File: src/rtl/core/vtad_pkg.sv
// Shared constants, codes and types of the tilt angle detector.
package vtad_pkg;

    localparam int SAMPLE_WIDTH_DEF  = 16;
    localparam int COS_FRAC_BITS_DEF = 14;
    localparam int COS_W             = 16;
    localparam int CM2_W             = 2 * COS_W - 1;
    localparam int CFG_IDX_W         = 3;

    localparam logic [CFG_IDX_W-1:0] REG_REF_X = 3'd0;
    localparam logic [CFG_IDX_W-1:0] REG_REF_Y = 3'd1;
    localparam logic [CFG_IDX_W-1:0] REG_REF_Z = 3'd2;
    localparam logic [CFG_IDX_W-1:0] REG_COS   = 3'd3;

    localparam logic signed [COS_W-1:0] COS_RESET = 16'sd14189;

    localparam logic [1:0] ST_OK     = 2'd0;
    localparam logic [1:0] ST_A_ZERO = 2'd1;
    localparam logic [1:0] ST_B_ZERO = 2'd2;

    typedef struct packed {
        logic [1:0] status;
        logic       decided;
        logic       tilt;
        logic       dneg;
    } t_cls;

endpackage

File: src/rtl/core/vtad_cfg.sv
// Configuration registers: reference vector and cosine threshold.
module vtad_cfg #(
    parameter int SAMPLE_WIDTH = vtad_pkg::SAMPLE_WIDTH_DEF,
    parameter int CFG_DATA_W   = (SAMPLE_WIDTH > vtad_pkg::COS_W) ? SAMPLE_WIDTH
                                                                 : vtad_pkg::COS_W
) (
    input  logic                                 i_clk,
    input  logic                                 i_rst_n,
    input  logic                                 i_cfg_valid,
    output logic                                 o_cfg_ready,
    input  logic [vtad_pkg::CFG_IDX_W-1:0]       i_cfg_index,
    input  logic [CFG_DATA_W-1:0]                i_cfg_data,
    output logic signed [SAMPLE_WIDTH-1:0]       o_ref_x,
    output logic signed [SAMPLE_WIDTH-1:0]       o_ref_y,
    output logic signed [SAMPLE_WIDTH-1:0]       o_ref_z,
    output logic signed [vtad_pkg::COS_W-1:0]    o_cos
);
    import vtad_pkg::*;

    logic signed [SAMPLE_WIDTH-1:0] r_ref_x, r_ref_y, r_ref_z;
    logic signed [COS_W-1:0]        r_cos;

    assign o_cfg_ready = 1'b1;

    always_ff @(posedge i_clk) begin
        if (!i_rst_n) begin
            r_ref_x <= '0;
            r_ref_y <= '0;
            r_ref_z <= '0;
            r_cos   <= COS_RESET;
        end else if (i_cfg_valid) begin
            case (i_cfg_index)
                REG_REF_X: r_ref_x <= i_cfg_data[SAMPLE_WIDTH-1:0];
                REG_REF_Y: r_ref_y <= i_cfg_data[SAMPLE_WIDTH-1:0];
                REG_REF_Z: r_ref_z <= i_cfg_data[SAMPLE_WIDTH-1:0];
                REG_COS:   r_cos   <= i_cfg_data[COS_W-1:0];
                default: ;
            endcase
        end
    end

    assign o_ref_x = r_ref_x;
    assign o_ref_y = r_ref_y;
    assign o_ref_z = r_ref_z;
    assign o_cos   = r_cos;

endmodule

File: config.mk
export PLATFORM = sky130hd
export DESIGN_NAME = vtad_cfg
export DESIGN_NICKNAME = d
export VERILOG_FILES = /design/src/rtl/core/vtad_pkg.sv /design/src/rtl/core/vtad_cfg.sv
export SDC_FILE = /design/constraint.sdc
export NUM_CORES = 1
export LEC_CHECK = 0
export BUFFER_PORTS_ARGS = -buffer_cell sky130_fd_sc_hd__buf_4
export CORE_MARGIN = 10
export CORE_UTILIZATION = 50
export CTS_CLUSTER_SIZE = 16
export DETAILED_ROUTE_END_ITERATION = 8
export MAX_ROUTING_LAYER = met4
export PLACE_DENSITY = 0.8
export SYNTH_ARGS = -nofsm -noshare
export SYNTH_HDL_FRONTEND = slang
export SYNTH_SLANG_ARGS = --single-unit
File: constraint.sdc
create_clock -name i_clk -period 3.13 [get_ports i_clk]
set_clock_uncertainty 0.2 [all_clocks]
set_input_delay 0.313 -clock i_clk [delete_from_list [all_inputs] [get_ports i_clk]]
set_output_delay 0.313 -clock i_clk [all_outputs]
set_load 0.1 [all_outputs]
# After elaboration in Yosys (flattened, before gate mapping)
# Index checks and enable logic that the tools add are counted.
# totals
ff_bits,64
in_bits,22
output_inout_bits,65
wordCells,12
# classes
n_eq_ne,3
reduce_logical,5
# op_table
operator,n
AND reduction 2 bit,4
"equality test 3 x 2 -> 1 bit, second input constant",2
"equality test 3 x 1 -> 1 bit, second input constant",1
logical NOT 3 bit,1

# Depth between registers and ports, before layout
# Gate-level depths: netlist of run 1.
# depth
ltp_word,2
mapped_depth,4
mapped_depth_nobuf,2

# Worst setup path before layout of run 1
# Ideal clock, no wire load.
# synth_timing
path_kind,register to output
startpoint,"register r_cos[0], in the netlist o_cos[0]"
endpoint,output o_cos[0] (netlist bit)
t_arrival_ns,0.925
required_time_ns,2.617
slack_ns,1.692
stages_incl_launch_ff,1
path_buffers,0
path_cell_list,dfxtp_1
# synth_lines
element,line_no,source
start: declaration,vtad_cfg.sv:21,logic signed [COS_W-1:0] r_cos;
start signal: assignment,vtad_cfg.sv:36,REG_COS: r_cos <= i_cfg_data[COS_W-1:0];
end: declaration,vtad_cfg.sv:16,output logic signed [vtad_pkg::COS_W-1:0] o_cos
# No word-level cell between the ends.

# Worst setup path after layout of run 1
# layout_timing
startpoint,input i_cfg_index[2] (netlist bit)
endpoint,"register r_ref_y[5], in the netlist o_ref_y[5]"
# layout_via
elab_chain_len,2
# layout_lines
element,line_no,source
start: declaration,vtad_cfg.sv:11,"input logic [vtad_pkg::CFG_IDX_W-1:0] i_cfg_index,"
equality test 3 x 1 -> 1 bit,vtad_cfg.sv:32,case (i_cfg_index)
AND reduction 2 bit (no source line),-,
end signal: assignment,vtad_cfg.sv:34,REG_REF_Y: r_ref_y <= i_cfg_data[SAMPLE_WIDTH-1:0];
end: declaration,vtad_cfg.sv:20,"logic signed [SAMPLE_WIDTH-1:0] r_ref_x, r_ref_y, r_ref_z;"
# No other way between the ends.
# A chain may end at the register's enable or synchronous reset.

==> impl_metrics.tcl, run 1 <==
set metrics [dict create \
    worstSetupStartpointType "input port" \
    syn_nets 264 \
    instances_no_fill 391 \
    grt_pass1_wl_mm 10.09 \
    ys_seq_elements 64 \
    yosysWarnings 0 \
    num_vias 1870 \
    drt_wl_total_mm 6.309 \
    post_cts.repair.setup_buffers 0 \
    whs_ps 45.65 \
    detail-route-antenna-nets 0 \
    syn-instance-count 242 \
    drc 0 \
    rsz0062_at_grt "no" \
    vdd_drop_max_mv 0.3060 \
    first_iter_violations 99 \
    worst_slew_pin_slew_ps 1002 \
    critical-path-top-delay-family "simple AND/OR/NAND/NOR gates" \
    synth-seq-area-share_pct 51.02 \
    status "complete, no violations" \
    slew_headroom_pct 33.23 \
    netlist_area_um2 2511 \
    dp_cells 378 \
    placed_area_um2 3115 \
    arrival_ps 1660 \
    slowest_delay_ps 930 \
    cts_root_buffer "clkbuf_8" \
    worstPathCellList "buf_4 -> and4bb_1 -> mux2i_1" \
    cp-startpoint "i_cfg_index[2]" \
    cts_tree "yes" \
    worstHoldStart "i_cfg_data[9]" \
    top_usage_layer "met2" \
    cts.htree.levels 3 \
    setup_violations 0 \
    port_buffers 85 \
    place_ws_ps 1165 \
    grt_overflow 0 \
    synth_cell_types 14 \
    yosysMostFrequentCell "nand2_1" \
    timing.final.hold_violations 0 \
    worstPathMaxFanout 16 \
    grt_max_degree 91 \
    period_share_pct 51.38 \
    cts_buffers 9 \
    worstPathRequired_ps 3180 \
    power_density_nw_per_um2 522.4 \
    crit_buf_inv 1 \
    finalCriticalPeriod_ps 1608 \
    place_congestion 0.7752 \
    synth_top_area_share_pct 51.02 \
    clock_sinks 64 \
    clock.fmax_mhz 621.8 \
    clk_latency_ps 330 \
    slew_violations 0 \
    drive_gt1_share_pct 31.17 \
    cap_viol_max_count 0 \
    setup_tns_ps 0 \
    first_pass_iters 4 \
    critPathCaptureType "flip-flop" \
    die_h_um 90.87 \
    met3_usage_pct 4.988 \
    yosys.area.top_type "dfxtp_1" \
    die_area_um2 8257 \
    initial_core_util_pct 52.47 \
    ioPinCount 87 \
    power_leakage_nw 1.449 \
    slowest_stage "and4bb_1" \
    design_area_um2 3276 \
    diodes 0 \
    r2r-start "o_ref_z[5]" \
    grt_pass1_vias 1892 \
    wire_per_inst_um 16.14 \
    synth_edf_count 0 \
    hold_buffers 0 \
    grtUsageMet2_pct 22.54 \
    post_cts.resized_instances 0 \
    hp-class "in -> reg" \
    viasPerCell 4.783 \
    avgSynthCellArea_um2 10.38 \
    synth_top_flop_cell "dfxtp_1" \
    clockBufferDepth 2 \
    nets 344 \
    fin_total_pwr_mw 1.711 \
    syn_to_final_growth_pct 30.44 \
    worst_slack_ps 1522 \
    synth_common_cells "nand2_1, dfxtp_1, mux2i_1, nor2b_1, clkbuf_1" \
    core_area_um2 4786 \
    async_reset_ff_share_pct 0 \
    fin_util_pct 68.44 \
    antenna_found_initial 0 \
    path_class "in -> reg" \
    cts.reportedPaths.clkPinSlew_ps 70 \
    track_usage_pct 15.58 \
    rrSetupSlack_ps 2290 \
    die_w_um 90.87 \
    hpwl_mm 4.551 \
    synthTopCellsByArea "dfxtp_1, mux2i_1, nand2_1" \
    globalRouteMet1Util_pct 18.94 \
    num_rows 25 \
]
==> flip-flops by register name (all words and copies together), names as in the netlist <==
| signal | flops |
|---|---|
| o_ref_x | 16 |
| o_cos | 16 |
| o_ref_z | 16 |
| o_ref_y | 16 |
==> area by class of cell <==
type,count,area (µm²)
fillers,407,1510
flip-flops and latches,64,1281
multi-input cells,159,1090
repair buffers,88,660.6
clock buffers,12,155.1
well taps,67,83.83
clock inverters,1,5.005
==> worst min-delay path, cell delays in order <==
cell and delay, ps:
buf_4 80, nor2b_1 30, mux2i_1 110
==> path summary, 6_finish.rpt <==
path / depth (start not counted) / end
hold / removal: 3 / o_cos[9]
setup reg to reg: 2 / o_ref_z[5]
hold reg to reg: 2 / o_ref_x[4]
setup / recovery: 3 / o_ref_y[5]
==> per-layer routing <==
metal / part of all wire, % / vias to the layer above
met4: 2.3 / 0
li1: - / 940
met2: 46 / 61
met5: 0 / -
met1: 46 / 854
met3: 5.7 / 15
==> placed cells by master (no fill, tap or decap) <==
master	synthesis	routed
and4b_1	1	1
and4bb_1	1	1
buf_4	3	88
clkbuf_1	7	1
clkbuf_8	0	11
clkinv_2	0	1
conb_1	1	1
dfxtp_1	64	64
mux2i_1	64	64
nand2_1	70	70
nand4bb_1	1	1
nor2b_1	20	20
nor4b_4	0	1
==> power breakdown <==
group	internal (mW)	switching [mW]	leakage, nW
Combinational	0.0661	0.198	0.846
Sequential	0.833	0.00952	0.518
Clock	0.316	0.288	0.0842
==> cells by family (layout without fill, tap and decap cells) <==
group | count (synthesis) | after routing | synth area share [%]
mux | 64 | 64 | 25.51
flops | 64 | 64 | 51.02
simple gates | 94 | 94 | 17.39
buf+inv | 19 | 101 | 5.929
other cells | 1 | 1 | 0.1493
(Power assumes the default switching activity.)
==> inputs of run 2 (changes only) <==
--- a/config.mk
+++ b/config.mk
@@ -5,13 +5,14 @@
 export SDC_FILE = /design/constraint.sdc
 export NUM_CORES = 1
 export LEC_CHECK = 0
+export ABC_AREA = 1
 export BUFFER_PORTS_ARGS = -buffer_cell sky130_fd_sc_hd__buf_4
 export CORE_MARGIN = 10
 export CORE_UTILIZATION = 50
 export CTS_CLUSTER_SIZE = 16
 export DETAILED_ROUTE_END_ITERATION = 8
 export MAX_ROUTING_LAYER = met4
-export PLACE_DENSITY = 0.8
+export PLACE_DENSITY = 0.79
 export SYNTH_ARGS = -nofsm -noshare
 export SYNTH_HDL_FRONTEND = slang
 export SYNTH_SLANG_ARGS = --single-unit
==> constraint.sdc (replaced) <==
create_clock -name i_clk -period 1.5 [get_ports i_clk]
set_clock_uncertainty 0.2 [all_clocks]
set_input_delay 0.15 -clock i_clk [delete_from_list [all_inputs] [get_ports i_clk]]
set_output_delay 0.15 -clock i_clk [all_outputs]
set_load 0.1 [all_outputs]
==> impl_metrics.tcl, run 2 <==
set metrics [dict create \
    status "complete, no violations" \
    muxShareOfSynthArea_pct 0 \
    synth-simple-area-share_pct 39.48 \
    cts_tree "yes" \
    grt_pass1_vias 2546 \
    port_buffers 85 \
    synthTopCellsByArea "dfxtp_1, nor2_1, nand3_1" \
    drive_gt1_share_pct 24.84 \
    clockBufferDepth 2 \
    synth-seq-area-share_pct 49.18 \
    synth_xor_area_share_pct 0 \
    die_h_um 92.18 \
    wire_per_inst_um 15.38 \
    ioPinCount 87 \
    power_density_nw_per_um2 1093 \
    synth_top_area_share_pct 49.18 \
    setup_violations 0 \
    nets 486 \
    synth_top_flop_cell "dfxtp_1" \
    first_iter_violations 176 \
    drc 0 \
    track_usage_pct 20.02 \
    whs_path_depth 5 \
    rrSetupSlack_ps 210 \
    ff2ff_path_depth 3 \
    synth_compound_area_share_pct 3.074 \
    final_common_cell "nor2_1" \
    yosysWarnings 0 \
    cts_root_buffer "clkbuf_8" \
    rsz0062_at_grt "no" \
    clk_latency_ps 340 \
    detail-route-antenna-nets 0 \
    power_leakage_nw 1.762 \
    synth_edf_count 0 \
    viasPerCell 5.024 \
    worstHoldStart "i_cfg_data[15]" \
    synth_fa_ha_area_share_pct 0 \
    core_area_um2 5075 \
    finalCriticalPeriod_ps 1462 \
    yosys.area.top_type "dfxtp_1" \
    clock_sinks 64 \
    place_congestion 0.7969 \
    syn-instance-count 367 \
    cts.htree.levels 3 \
    syn_nets 389 \
    worstPathRequired_ps 1520 \
    num-fill-cells 423 \
    antenna_found_initial 0 \
    synth_top_family_by_area "simple AND/OR/NAND/NOR gates" \
    die_area_um2 8497 \
    grt_max_degree 55 \
    diodes 0 \
    fin_total_pwr_mw 3.984 \
    ys_seq_elements 64 \
    synth_common_cells "nor2_1, nand2_1, dfxtp_1, nand3_1, inv_1" \
    cts.reportedPaths.clkPinSlew_ps 60 \
    worstSetupStartpointType "input port" \
    hp-class "in -> reg" \
    rr_endpoint "o_cos[3]" \
    timing.final.hold_violations 0 \
    drt_wl_total_mm 8.259 \
    r2r-start "o_cos[3]" \
    yosysMostFrequentCell "nor2_1" \
    worstPathMaxFanout 11 \
    num_rows 26 \
    hpwl_mm 5.400 \
    register_area_um2 1281 \
    layout_common_cells "nor2_1, buf_4, nand2_1" \
    slew_violations 0 \
    avgSynthCellArea_um2 7.098 \
    setup_tns_ps 0 \
    die_w_um 92.18 \
    period_share_pct 97.44 \
    clock.fmax_mhz 684.2 \
    min_delay_worst_endpoint "o_ref_y[15]" \
    grt_pass1_wl_mm 13.14 \
    multi_input_area_um2 1120 \
    initial_core_util_pct 51.33 \
    cts_buffers 9 \
    path_class "in -> reg" \
    cap_viol_max_count 0 \
    syn_to_final_growth_pct 39.96 \
    arrival_ps 1490 \
    synth_cell_types 15 \
    grt_overflow 0 \
    num_vias 2698 \
    netlist_area_um2 2605 \
    async_reset_ff_share_pct 0 \
    vdd_drop_max_mv 0.8060 \
    critPathCaptureType "flip-flop" \
    first_pass_iters 4 \
]
==> run 2: what timing repair did <==
item | 4_1_cts | 5_1_grt
hold buffers | 21 | 0
resized for setup | 0 | 5
endpoints found under the setup margin | 0 | 9
buffers inserted | 0 | 4
hold endpoints to repair | 16 | 0
==> run 2: final cells by class <==
cell class	count	area share (%)
Clock buffer	13	4.084
Clock inverter	1	0.1373
Inverter	21	2.162
Multi-Input combinational cell	259	30.71
Sequential cell	64	35.14
Tap cell	70	2.402
Timing Repair Buffer	109	25.36
==> run 2: metrics by stage <==
step	hold WS (ps)	instances	utilization, %	setup WS (ps)	area (µm²)
5_1_grt	42.41	537	71.84	22.93	3646
4_1_cts	6.823	540	72.12	6.172	3660
2_1_floorplan	76.20	367	-	93.16	2605
3_3_place_gp	173.0	505	64.94	275.5	3296
3_5_place_dp	177.6	505	64.94	235.8	3296
6_report	16.84	537	71.84	38.40	3646
==> run 2: cells by family after synthesis <==
logic type | Yosys count
AND/OR/NAND/NOR | 242
AO/OA/AOI/OAI | 16
flip-flops | 64
other | 1
buffers and inverters | 44
==> run 2: where the power goes <==
group / total, mW / switching, mW / internal (mW)
clock: 1.25 / 0.621 / 0.626
sequential: 1.79 / 0.0320 / 1.76
combinational: 0.945 / 0.707 / 0.237
total: 3.98 / 1.36 / 2.62
==> run 2: worst max path at each step <==
stage | slack [ps] | depth (start not counted) | startpoint | end
CTS | 6 | 4 | i_rst_n | o_cos[9]
global placement | 280 | 6 | i_cfg_index[2] | o_ref_y[13]
detailed placement | 240 | 6 | i_cfg_index[1] | o_cos[6]
finish | 40 | 4 | i_rst_n | o_cos[3]
floorplan | 90 | 2 | o_cos[11] | o_cos[11]
global route | 20 | 4 | i_rst_n | o_cos[3]
==> run 2: worst max-delay path: stages <==
cell	delay [ps]
dlygate4sd3_1	550
buf_6	150
nand3_1	80
dlygate4sd3_1	560
==> run 2: per-layer routing <==
metal	up-vias	track usage (%)	wire [µm]
met1	1254	23.00	3372
li1	1342	-	-
met5	-	-	0
met4	0	10.41	166
met2	88	32.12	4182
met3	14	4.319	538
